--- src/rtl/kfr_pkg.sv ---
`default_nettype none

package kfr_pkg;

   localparam int unsigned DATA_W      = 32;
   localparam int unsigned PROD_W      = 2 * DATA_W;
   localparam int unsigned DEN_W       = DATA_W + 1;
   localparam int unsigned CSR_INDEX_W = 2;
   localparam int unsigned QUEUE_DEPTH = 2;
   localparam int unsigned QUEUE_PTR_W = $clog2(QUEUE_DEPTH);
   localparam int unsigned QUEUE_CNT_W = $clog2(QUEUE_DEPTH + 1);
   localparam int unsigned DIV_STEPS   = PROD_W;
   localparam int unsigned DIV_CNT_W   = $clog2(DIV_STEPS);

   localparam logic [CSR_INDEX_W-1:0] CSR_INITIAL_VARIANCE     = 2'd0;
   localparam logic [CSR_INDEX_W-1:0] CSR_MOTION_VARIANCE      = 2'd1;
   localparam logic [CSR_INDEX_W-1:0] CSR_MEASUREMENT_VARIANCE = 2'd2;

   localparam logic [DATA_W-1:0] INITIAL_VARIANCE_RST     = 32'd65536000;
   localparam logic [DATA_W-1:0] MOTION_VARIANCE_RST      = 32'd262144;
   localparam logic [DATA_W-1:0] MEASUREMENT_VARIANCE_RST = 32'd32768;

   typedef enum logic [1:0] {
      KIND_GYRO,
      KIND_SEED,
      KIND_UPDATE
   } kind_type;

   typedef struct packed {
      kind_type          kind;
      logic [DATA_W-1:0] sample;
   } item_type;

   typedef struct packed {
      logic [DATA_W-1:0] initial_variance;
      logic [DATA_W-1:0] motion_variance;
      logic [DATA_W-1:0] measurement_variance;
   } cfg_type;

   typedef struct packed {
      logic full;
      logic not_empty;
   } queue_status_type;

   typedef enum logic [2:0] {
      BK_IDLE,
      BK_MUL_A,
      BK_MUL_B,
      BK_MUL_C,
      BK_COMBINE,
      BK_START,
      BK_DIVIDE,
      BK_FINISH
   } back_state_type;

endpackage

`default_nettype wire

--- src/rtl/kfr_queue.sv ---
`default_nettype none

module kfr_queue (
   input  wire                                   clock,
   input  wire                                   reset,
   input  wire                                   push,
   input  kfr_pkg::item_type                     push_item,
   input  wire                                   pop,
   output kfr_pkg::item_type                     head_item,
   output kfr_pkg::queue_status_type             status,
   output logic [kfr_pkg::QUEUE_CNT_W-1:0]       count
);
   import kfr_pkg::*;

   item_type                 mem_ff [QUEUE_DEPTH];
   logic [QUEUE_PTR_W-1:0]   wr_ptr_ff;
   logic [QUEUE_PTR_W-1:0]   wr_ptr_in;
   logic [QUEUE_PTR_W-1:0]   rd_ptr_ff;
   logic [QUEUE_PTR_W-1:0]   rd_ptr_in;
   logic [QUEUE_CNT_W-1:0]   count_ff;
   logic [QUEUE_CNT_W-1:0]   count_in;

   always_comb begin
      wr_ptr_in = wr_ptr_ff;
      rd_ptr_in = rd_ptr_ff;
      count_in  = count_ff;
      if (push) begin
         wr_ptr_in = (wr_ptr_ff == QUEUE_PTR_W'(QUEUE_DEPTH - 1)) ? '0 : wr_ptr_ff + 1'b1;
      end
      if (pop) begin
         rd_ptr_in = (rd_ptr_ff == QUEUE_PTR_W'(QUEUE_DEPTH - 1)) ? '0 : rd_ptr_ff + 1'b1;
      end
      if (push && !pop) begin
         count_in = count_ff + 1'b1;
      end else if (pop && !push) begin
         count_in = count_ff - 1'b1;
      end
   end

   always_ff @(posedge clock) begin
      if (reset) begin
         wr_ptr_ff <= '0;
         rd_ptr_ff <= '0;
         count_ff  <= '0;
      end else begin
         wr_ptr_ff <= wr_ptr_in;
         rd_ptr_ff <= rd_ptr_in;
         count_ff  <= count_in;
      end
   end

   always_ff @(posedge clock) begin
      if (push) begin
         mem_ff[wr_ptr_ff] <= push_item;
      end
   end

   assign head_item        = mem_ff[rd_ptr_ff];
   assign status.full      = (count_ff == QUEUE_CNT_W'(QUEUE_DEPTH));
   assign status.not_empty = (count_ff != '0);
   assign count            = count_ff;

endmodule

`default_nettype wire

--- src/rtl/kfr_front.sv ---
`default_nettype none

module kfr_front (
   input  wire                               clock,
   input  wire                               reset,
   input  wire                               req_tvalid,
   output logic                              req_tready,
   input  wire  [kfr_pkg::DATA_W-1:0]        req_tdata,  // rate_sample
   input  wire                               req_tuser,  // command
   input  kfr_pkg::queue_status_type         queue_status,
   output logic                              push,
   output kfr_pkg::item_type                 push_item
);
   import kfr_pkg::*;

   logic awaiting_ff;
   logic awaiting_in;

   assign req_tready = !queue_status.full;
   assign push       = req_tvalid && req_tready;

   always_comb begin
      awaiting_in      = awaiting_ff;
      push_item.sample = req_tdata;
      if (req_tuser) begin
         push_item.kind = KIND_GYRO;
      end else if (awaiting_ff) begin
         push_item.kind = KIND_SEED;
      end else begin
         push_item.kind = KIND_UPDATE;
      end
      if (push && !req_tuser) begin
         awaiting_in = 1'b0;
      end
   end

   always_ff @(posedge clock) begin
      if (reset) begin
         awaiting_ff <= 1'b1;
      end else begin
         awaiting_ff <= awaiting_in;
      end
   end

endmodule

`default_nettype wire

--- src/rtl/kfr_div.sv ---
`default_nettype none

module kfr_div (
   input  wire                              clock,
   input  wire                              reset,
   input  wire                              start,
   input  wire  [kfr_pkg::PROD_W-1:0]       dividend,
   input  wire  [kfr_pkg::DEN_W-1:0]        divisor,
   output logic                             done,
   output logic [kfr_pkg::PROD_W-1:0]       quotient
);
   import kfr_pkg::*;

   logic [PROD_W-1:0]    quo_ff;
   logic [DEN_W-1:0]     rem_ff;
   logic [DEN_W-1:0]     div_ff;
   logic [DIV_CNT_W-1:0] count_ff;
   logic                 busy_ff;
   logic                 done_ff;
   logic [DEN_W:0]       shifted;
   logic [DEN_W:0]       diff;
   logic                 ge;
   logic [DEN_W-1:0]     rem_in;

   always_comb begin
      shifted = {rem_ff, quo_ff[PROD_W-1]};
      diff    = shifted - {1'b0, div_ff};
      ge      = (shifted >= {1'b0, div_ff});
      rem_in  = ge ? diff[DEN_W-1:0] : shifted[DEN_W-1:0];
   end

   always_ff @(posedge clock) begin
      if (reset) begin
         busy_ff  <= 1'b0;
         done_ff  <= 1'b0;
         count_ff <= '0;
      end else begin
         done_ff <= 1'b0;
         if (start) begin
            busy_ff  <= 1'b1;
            count_ff <= '0;
         end else if (busy_ff) begin
            count_ff <= count_ff + 1'b1;
            if (count_ff == DIV_CNT_W'(DIV_STEPS - 1)) begin
               busy_ff <= 1'b0;
               done_ff <= 1'b1;
            end
         end
      end
   end

   always_ff @(posedge clock) begin
      if (start) begin
         quo_ff <= dividend;
         rem_ff <= '0;
         div_ff <= divisor;
      end else if (busy_ff) begin
         quo_ff <= {quo_ff[PROD_W-2:0], ge};
         rem_ff <= rem_in;
      end
   end

   assign done     = done_ff;
   assign quotient = quo_ff;

endmodule

`default_nettype wire

--- src/rtl/kfr_back.sv ---
`default_nettype none

module kfr_back (
   input  wire                               clock,
   input  wire                               reset,
   input  kfr_pkg::cfg_type                  cfg,
   input  kfr_pkg::queue_status_type         queue_status,
   input  kfr_pkg::item_type                 head_item,
   output logic                              pop,
   output logic                              rsp_tvalid,
   input  wire                               rsp_tready,
   output logic [2*kfr_pkg::DATA_W-1:0]      rsp_tdata   // filtered_rate, estimate_variance
);
   import kfr_pkg::*;

   back_state_type    state_ff;
   back_state_type    state_in;

   logic [DATA_W-1:0] estimate_ff;
   logic [DATA_W-1:0] variance_ff;
   logic [DATA_W-1:0] prev_ff;
   logic [DATA_W-1:0] gyro_ff;
   logic [DATA_W-1:0] sample_ff;
   logic [DATA_W-1:0] m_ff;
   logic [DATA_W-1:0] p_ff;
   logic [DEN_W-1:0]  den_ff;
   logic [PROD_W-1:0] a_ff;
   logic [PROD_W-1:0] b_ff;
   logic [PROD_W-1:0] pr_ff;
   logic [PROD_W-1:0] mag_ff;
   logic              neg_ff;
   logic              rsp_valid_ff;
   logic              rsp_valid_in;
   logic [2*DATA_W-1:0] rsp_data_ff;

   logic signed [DATA_W+1:0] m_wide;
   logic [DATA_W-1:0]  m_sat;
   logic [DATA_W:0]    p_wide;
   logic [DATA_W-1:0]  p_sat;
   logic [DEN_W-1:0]   den;
   logic [DATA_W-1:0]  m_mag;
   logic [DATA_W-1:0]  z_mag;
   logic [DATA_W-1:0]  mul_x;
   logic [DATA_W-1:0]  mul_y;
   logic [PROD_W-1:0]  product;
   logic [PROD_W-1:0]  mag;
   logic               neg;
   logic               out_free;
   logic               div_start;
   logic               est_done;
   logic               var_done;
   logic [PROD_W-1:0]  est_quo;
   logic [PROD_W-1:0]  var_quo;
   logic [DATA_W-1:0]  est_sat;

   kfr_div u_est_div (
      .clock    (clock),
      .reset    (reset),
      .start    (div_start),
      .dividend (mag_ff),
      .divisor  (den_ff),
      .done     (est_done),
      .quotient (est_quo)
   );

   kfr_div u_var_div (
      .clock    (clock),
      .reset    (reset),
      .start    (div_start),
      .dividend (pr_ff),
      .divisor  (den_ff),
      .done     (var_done),
      .quotient (var_quo)
   );

   // predict
   always_comb begin
      m_wide = $signed({{2{estimate_ff[DATA_W-1]}}, estimate_ff})
             + $signed({{2{head_item.sample[DATA_W-1]}}, head_item.sample})
             - $signed({{2{prev_ff[DATA_W-1]}}, prev_ff});
      if (m_wide > $signed(34'sh0_7FFF_FFFF)) begin
         m_sat = 32'h7FFF_FFFF;
      end else if (m_wide < $signed(34'sh3_8000_0000)) begin
         m_sat = 32'h8000_0000;
      end else begin
         m_sat = m_wide[DATA_W-1:0];
      end
      p_wide = {1'b0, variance_ff} + {1'b0, cfg.motion_variance};
      p_sat  = p_wide[DATA_W] ? '1 : p_wide[DATA_W-1:0];
      den    = {1'b0, p_sat} + {1'b0, cfg.measurement_variance};
   end

   // shared multiplier
   always_comb begin
      m_mag = m_ff[DATA_W-1] ? (~m_ff + 1'b1) : m_ff;
      z_mag = gyro_ff[DATA_W-1] ? (~gyro_ff + 1'b1) : gyro_ff;
      case (state_ff)
         BK_MUL_A: begin
            mul_x = cfg.measurement_variance;
            mul_y = m_mag;
         end
         BK_MUL_B: begin
            mul_x = p_ff;
            mul_y = z_mag;
         end
         BK_MUL_C: begin
            mul_x = p_ff;
            mul_y = cfg.measurement_variance;
         end
         default: begin
            mul_x = '0;
            mul_y = '0;
         end
      endcase
      product = {{DATA_W{1'b0}}, mul_x} * {{DATA_W{1'b0}}, mul_y};
   end

   // sign-magnitude sum and quotient clamp
   always_comb begin
      if (m_ff[DATA_W-1] == gyro_ff[DATA_W-1]) begin
         mag = a_ff + b_ff;
         neg = m_ff[DATA_W-1];
      end else if (a_ff >= b_ff) begin
         mag = a_ff - b_ff;
         neg = m_ff[DATA_W-1];
      end else begin
         mag = b_ff - a_ff;
         neg = gyro_ff[DATA_W-1];
      end
      if (neg_ff) begin
         est_sat = (est_quo >= 64'h8000_0000) ? 32'h8000_0000 : (~est_quo[DATA_W-1:0] + 1'b1);
      end else begin
         est_sat = (est_quo >= 64'h8000_0000) ? 32'h7FFF_FFFF : est_quo[DATA_W-1:0];
      end
   end

   assign out_free = !rsp_valid_ff || rsp_tready;

   always_comb begin
      state_in = state_ff;
      unique case (state_ff)
         BK_IDLE: begin
            if (queue_status.not_empty && head_item.kind == KIND_UPDATE) begin
               state_in = BK_MUL_A;
            end
         end
         BK_MUL_A:   state_in = BK_MUL_B;
         BK_MUL_B:   state_in = BK_MUL_C;
         BK_MUL_C:   state_in = BK_COMBINE;
         BK_COMBINE: state_in = (den_ff == '0) ? BK_FINISH : BK_START;
         BK_START:   state_in = BK_DIVIDE;
         BK_DIVIDE: begin
            if (est_done && var_done) begin
               state_in = BK_FINISH;
            end
         end
         BK_FINISH: begin
            if (out_free) begin
               state_in = BK_IDLE;
            end
         end
         default:    state_in = BK_IDLE;
      endcase
   end

   always_comb begin
      pop          = (state_ff == BK_IDLE) && queue_status.not_empty;
      div_start    = (state_ff == BK_START);
      rsp_valid_in = rsp_valid_ff && !rsp_tready;
      if (state_ff == BK_FINISH && out_free) begin
         rsp_valid_in = 1'b1;
      end
   end

   always_ff @(posedge clock) begin
      if (reset) begin
         state_ff     <= BK_IDLE;
         rsp_valid_ff <= 1'b0;
         estimate_ff  <= '0;
         variance_ff  <= INITIAL_VARIANCE_RST;
         prev_ff      <= '0;
         gyro_ff      <= '0;
      end else begin
         state_ff     <= state_in;
         rsp_valid_ff <= rsp_valid_in;
         if (pop) begin
            case (head_item.kind)
               KIND_GYRO: gyro_ff <= head_item.sample;
               KIND_SEED: begin
                  estimate_ff <= head_item.sample;
                  prev_ff     <= head_item.sample;
                  variance_ff <= cfg.initial_variance;
               end
               default: ;
            endcase
         end
         if (state_ff == BK_COMBINE && den_ff == '0) begin
            estimate_ff <= m_ff;
            variance_ff <= '0;
         end
         if (state_ff == BK_DIVIDE && est_done && var_done) begin
            estimate_ff <= est_sat;
            variance_ff <= var_quo[DATA_W-1:0];
         end
         if (state_ff == BK_FINISH && out_free) begin
            prev_ff <= sample_ff;
         end
      end
   end

   always_ff @(posedge clock) begin
      if (pop && head_item.kind == KIND_UPDATE) begin
         m_ff      <= m_sat;
         p_ff      <= p_sat;
         den_ff    <= den;
         sample_ff <= head_item.sample;
      end
      if (state_ff == BK_MUL_A) begin
         a_ff <= product;
      end
      if (state_ff == BK_MUL_B) begin
         b_ff <= product;
      end
      if (state_ff == BK_MUL_C) begin
         pr_ff <= product;
      end
      if (state_ff == BK_COMBINE) begin
         mag_ff <= mag;
         neg_ff <= neg;
      end
      if (state_ff == BK_FINISH && out_free) begin
         rsp_data_ff <= {variance_ff, estimate_ff};
      end
   end

   assign rsp_tvalid = rsp_valid_ff;
   assign rsp_tdata  = rsp_data_ff;

endmodule

`default_nettype wire

--- src/rtl/scalar_kalman_rate_fusion.sv ---
`default_nettype none

// Scalar Kalman filter fusing gyro and wheel-odometry yaw rates in signed Q16.16.
// Words enter on req_ (tuser 1 = gyro, 0 = odometry) into a two-word queue, so
// req_tready only drops when that queue is full. Gyro words and the first
// odometry word after reset leave the queue and give no response; every later
// odometry word gives one response once it is taken by an idle back end and
// has passed the shared 32x32 multiplier and then the two one-bit-per-cycle
// dividers running side by side; when both the predicted and the measurement
// variance are zero the dividers are skipped. A finished response sits in an
// output register while the next word is being worked on. csr_ready is always
// high; an initial_variance write applies at the next seeding odometry word.

module scalar_kalman_rate_fusion (
   input  wire                                   clock,
   input  wire                                   reset,
   input  wire                                   req_tvalid,
   output logic                                  req_tready,
   input  wire  [kfr_pkg::DATA_W-1:0]            req_tdata,   // rate_sample
   input  wire                                   req_tuser,   // command
   output logic                                  rsp_tvalid,
   input  wire                                   rsp_tready,
   output logic [2*kfr_pkg::DATA_W-1:0]          rsp_tdata,   // filtered_rate, estimate_variance
   input  wire                                   csr_valid,
   output logic                                  csr_ready,
   input  wire  [kfr_pkg::CSR_INDEX_W-1:0]       csr_index,
   input  wire  [kfr_pkg::DATA_W-1:0]            csr_wdata
);
   import kfr_pkg::*;

   cfg_type                cfg_ff;
   cfg_type                cfg_in;
   logic                   push;
   item_type               push_item;
   logic                   pop;
   item_type               head_item;
   queue_status_type       queue_status;
   logic [QUEUE_CNT_W-1:0] queue_count;

   assign csr_ready = 1'b1;

   always_comb begin
      cfg_in = cfg_ff;
      if (csr_valid && csr_ready) begin
         unique case (csr_index)
            CSR_INITIAL_VARIANCE:     cfg_in.initial_variance     = csr_wdata;
            CSR_MOTION_VARIANCE:      cfg_in.motion_variance      = csr_wdata;
            CSR_MEASUREMENT_VARIANCE: cfg_in.measurement_variance = csr_wdata;
            default: ;
         endcase
      end
   end

   always_ff @(posedge clock) begin
      if (reset) begin
         cfg_ff.initial_variance     <= INITIAL_VARIANCE_RST;
         cfg_ff.motion_variance      <= MOTION_VARIANCE_RST;
         cfg_ff.measurement_variance <= MEASUREMENT_VARIANCE_RST;
      end else begin
         cfg_ff <= cfg_in;
      end
   end

   kfr_front u_front (
      .clock        (clock),
      .reset        (reset),
      .req_tvalid   (req_tvalid),
      .req_tready   (req_tready),
      .req_tdata    (req_tdata),
      .req_tuser    (req_tuser),
      .queue_status (queue_status),
      .push         (push),
      .push_item    (push_item)
   );

   kfr_queue u_queue (
      .clock     (clock),
      .reset     (reset),
      .push      (push),
      .push_item (push_item),
      .pop       (pop),
      .head_item (head_item),
      .status    (queue_status),
      .count     (queue_count)
   );

   kfr_back u_back (
      .clock        (clock),
      .reset        (reset),
      .cfg          (cfg_ff),
      .queue_status (queue_status),
      .head_item    (head_item),
      .pop          (pop),
      .rsp_tvalid   (rsp_tvalid),
      .rsp_tready   (rsp_tready),
      .rsp_tdata    (rsp_tdata)
   );

`ifndef ASSERT_OFF
   a_queue_bound: assert property (@(posedge clock) disable iff (reset)
      queue_count <= QUEUE_CNT_W'(QUEUE_DEPTH))
      else $error("queue holds more words than its depth");

   a_variance_bound: assert property (@(posedge clock) disable iff (reset)
      $rose(rsp_tvalid) |-> rsp_tdata[2*DATA_W-1:DATA_W] <= cfg_ff.measurement_variance)
      else $error("posterior variance above measurement variance");
`endif

endmodule

`default_nettype wire
--- config.mk ---
export PLATFORM = sky130hd
export DESIGN_NAME = scalar_kalman_rate_fusion
export DESIGN_NICKNAME = d
export VERILOG_FILES = /design/src/rtl/kfr_pkg.sv /design/src/rtl/kfr_queue.sv /design/src/rtl/kfr_front.sv /design/src/rtl/kfr_div.sv /design/src/rtl/kfr_back.sv /design/src/rtl/scalar_kalman_rate_fusion.sv
export SDC_FILE = /design/constraint.sdc
export NUM_CORES = 2
export LEC_CHECK = 0
export BUFFER_PORTS_ARGS = -buffer_cell sky130_fd_sc_hd__buf_2
export CELL_PAD_IN_SITES_DETAIL_PLACEMENT = 1
export CELL_PAD_IN_SITES_GLOBAL_PLACEMENT = 2
export CORE_MARGIN = 2
export CORE_UTILIZATION = 35
export CTS_CLUSTER_SIZE = 8
export DETAILED_ROUTE_END_ITERATION = 8
export PLACE_DENSITY_LB_ADDON = 0.2
export SYNTH_ARGS = -nofsm -noshare
export SYNTH_HDL_FRONTEND = slang
export SYNTH_HIERARCHICAL = 1
export SYNTH_SLANG_ARGS = --single-unit
--- constraint.sdc ---
create_clock -name clock -period 33.2 [get_ports clock]
set_input_delay 3.32 -clock clock [delete_from_list [all_inputs] [get_ports clock]]
set_output_delay 3.32 -clock clock [all_outputs]
set_load 0.02 [all_outputs]
==> flow_metrics.env <==
export IMPL_skew_ps=45.8
export IMPL_pin_count=139
export IMPL_die_y_um=521
export IMPL_drive_above_1_share_pct=8.16
export IMPL_final_cells=13548
export IMPL_grt_pass1_wl_um=557000
export IMPL_p_comb_share_pct=35.6
export IMPL_maxCapViolCount=0
export IMPL_track_usage_pct=27.8
export IMPL_clk_insertion_delay_late_ps=860
export IMPL_min_period_ps=11810
export IMPL_synth_cells=9957
export IMPL_cts_resized_gates=0
export IMPL_initial_core_util_pct=35.2
export IMPL_worstPathArrival_ps=12420
export IMPL_worst_setup_path_start_kind="flip-flop"
export IMPL_worst_pin_slew_ps=1230
export IMPL_place_area_sq_um=98000
export IMPL_status="finished clean"
export IMPL_h_tree_depth=4
export IMPL_crit_slowest_cell="o22a_2"
export IMPL_finalSetupTns_ps=0
export IMPL_globalRouteOverflowTotal=0
export IMPL_drt_iter0_markers=5574
export IMPL_ys_ff_latch=1028
export IMPL_clockBufferDepth=4
export IMPL_path_clk_slew_ps=50
export IMPL_drtAntennaViolNets=0
export IMPL_ir_drop_mv=0.120
export IMPL_powerDensity_nw_per_um2=49.3
export IMPL_hold_viol=0
export IMPL_p_int_w=0.00309
export IMPL_drt_pre_antenna_iters=7
export IMPL_ys_warn_count=6
export IMPL_ys_types=108
export IMPL_wl_per_cell_um=28.1
export IMPL_tritoncts="done"
export IMPL_final_area_sq_um=103000
export IMPL_fill_cells=30209
export IMPL_worstPathMaxFanout=23
export IMPL_viasPerCell=5.54
export IMPL_final_nets=11531
export IMPL_rsz0062_at_grt="false"
export IMPL_wl_um=381000
export IMPL_grt_pass1_vias=79718
export IMPL_antenna_found_initial=29
export IMPL_rows=189
export IMPL_power_frac_clock_pct=30.7
export IMPL_drv_slew=0
export IMPL_relSlewSlack_pct=17.7
export IMPL_ys_async_sr_fraction_pct=0
export IMPL_area_delta_synth_final_pct=9.73
export IMPL_cts_setup_buffers=0
export IMPL_grt_max_degree=97
export IMPL_synth_edf_count=712
export IMPL_fmax_mhz=84.6
export IMPL_port_buffers=137
export IMPL_critPathMaxStageDelay_ps=830
export IMPL_setup_viol=0
export IMPL_crit_required_ps=33810
export IMPL_path_class="reg -> reg"
export IMPL_ys_seq_area_share_pct=29.6
export IMPL_vias=75031
export IMPL_post_place_cells=13275
export IMPL_hold_buffers=0
export IMPL_utilization_pct=38.7
export IMPL_dp_hpwl_um=296000
export IMPL_switching_share_pct=39.1
export IMPL_hp_class="reg -> reg"
export IMPL_leakage_nw=44.1
export IMPL_drcViolationCount=0
export IMPL_coreArea_sq_um=266000
export IMPL_power_frac_seq_pct=33.6
export IMPL_switching_power_w=0.00198
export IMPL_cp_common_cell="fa_1"
export IMPL_numCtsBuffers=157
export IMPL_end_kind="flip-flop"
export IMPL_synth_flop_cell="edfxtp_1"
export IMPL_avgSynthCellArea_sq_um=9.40
export IMPL_clockRootBuffer="clkbuf_16"
export IMPL_place_congestion=0.937
export IMPL_fin_crit_sh_pct=35.6
export IMPL_netlist_area_sq_um=93600
export IMPL_syn_nets=11587
export IMPL_clkSinkCount=1028
export IMPL_die_x_um=521
export IMPL_dieArea_sq_um=272000
[flip-flops by register name, indices dropped and copies added, names as in the netlist, 33 cells and up, named ones only]
| signal | count |
|---|---|
| u_back/den_ff | 33 |
| u_back/mag_ff | 64 |
| u_queue/mem_ff | 68 |
| u_back/u_est_div/div_ff | 33 |
| u_back/a_ff | 64 |
| u_back/u_est_div/rem_ff | 33 |
| cfg_ff | 96 |
| u_back/pr_ff | 64 |
| u_back/rsp_tdata | 64 |
| u_back/b_ff | 64 |
| u_back/u_var_div/rem_ff | 33 |
| u_back/u_est_div/quotient | 64 |
| u_back/u_var_div/quotient | 64 |
| u_back/u_var_div/div_ff | 33 |
[power groups by stage]
stage	Sequential (W)	Combinational (W)	Clock, W
floorplan	0.00165	0.00118	0
global placement	0.00172	0.00175	0
detailed placement	0.00173	0.00177	0
CTS	0.00170	0.00179	0.00160
global route	0.00171	0.00196	0.00165
finish	0.00170	0.00180	0.00156
[synth_stat cells (56+ instances only)]
| cell | count | area, sq um |
|---|---|---|
| nand4_1 | 95 | 594 |
| nor3_1 | 106 | 531 |
| mux2_2 | 163 | 1840 |
| a21oi_1 | 610 | 3050 |
| clkbuf_1 | 394 | 1480 |
| xnor2_1 | 190 | 1660 |
| mux2i_1 | 154 | 1540 |
| o21ai_0 | 350 | 1750 |
| o21bai_1 | 77 | 578 |
| o31ai_1 | 56 | 420 |
| nand3_1 | 108 | 541 |
| o22ai_1 | 70 | 438 |
| nor2_1 | 958 | 3600 |
| ha_1 | 623 | 7790 |
| a211oi_1 | 102 | 766 |
| dfxtp_1 | 316 | 6330 |
| nor2b_1 | 64 | 400 |
| inv_1 | 1407 | 5280 |
| a21o_1 | 158 | 1190 |
| xor2_1 | 135 | 1180 |
| nand2b_1 | 180 | 1130 |
| nand2_1 | 1017 | 3820 |
| edfxtp_1 | 712 | 21400 |
| fa_1 | 935 | 18700 |
| o211ai_1 | 62 | 465 |
[final cells by class]
cell class              instances  area [sq um]  share of cell area (%)
flip-flops and latches       1028         27700                    27.0
clock inverters                18           277                   0.269
repair buffers                314          2020                    1.97
diodes                          5          12.5                  0.0122
inverters                    1408          5290                    5.15
well taps                    3533          4420                    4.30
multi-input cells            6992         58500                    57.0
clock buffers                 250          4410                    4.30
[layout by cell type (no fill, tap or decap), types with 154 or more instances in the layout]
cell type  synthesis  final
fa_1             935    935
a21oi_1          610    601
ha_1             623    623
mux2_2           163    163
xnor2_1          190    189
edfxtp_1         712    712
inv_1           1407   1404
buf_4             47    177
nor2_1           958    952
o21ai_0          350    347
nand2_1         1017   1013
nand2b_1         180    179
clkbuf_16          0    160
dfxtp_1          316    312
a21o_1           158    155
mux2i_1          154    154
[per-stage QoR]
step | worst slack (ps) | hold WS [ps] | total power (W)
2_1_floorplan | 22660 | 408 | 0.00283
3_3_place_gp | 21750 | 419 | 0.00347
3_5_place_dp | 21540 | 419 | 0.00350
4_1_cts | 21520 | 421 | 0.00510
5_1_grt | 20820 | 428 | 0.00532
6_report | 21390 | 417 | 0.00507
[worst paths after layout]
path	from	to	slack [ps]	cells past startpoint
worst max-delay path	u_back/m_ff[6]	u_back/a_ff[56]	21390	31
worst min-delay path	u_back/estimate_ff[11]	u_back/rsp_tdata[11]	420	0
worst max register to register	u_back/m_ff[6]	u_back/a_ff[56]	21390	31
worst min register to register	u_back/estimate_ff[11]	u_back/rsp_tdata[11]	420	0
[per-layer routing]
metal	GRT usage, %	vias up	routed length (um)
li1	-	33291	-
met1	37.0	39052	165000
met2	46.0	2090	179000
met3	3.16	598	19100
met4	11.2	0	17400
met5	0	-	0
[worst max-delay path, delay by kind of cell (launching register included)]
| kind | cells | cell delay, ps |
|---|---|---|
| AOI/OAI and AO/OA | 7 | 3010 |
| xor gates and xnor gates | 2 | 570 |
| adders and majority gates | 9 | 4470 |
| buffers and inverters | 4 | 210 |
| DFF | 1 | 470 |
| and+or+nand+nor | 9 | 2780 |
[kinds of logic after synthesis]
| kind of cell | synth area share [%] |
|---|---|
| compound gates | 13.9 |
| xor+xnor | 3.04 |
| fa+ha+maj | 28.3 |
| buf+inv | 8.17 |
| flops | 29.6 |
| mux | 3.61 |
| other cells | 0.00401 |
| simple gates | 13.3 |
Power figures use the tool's default switching activity.
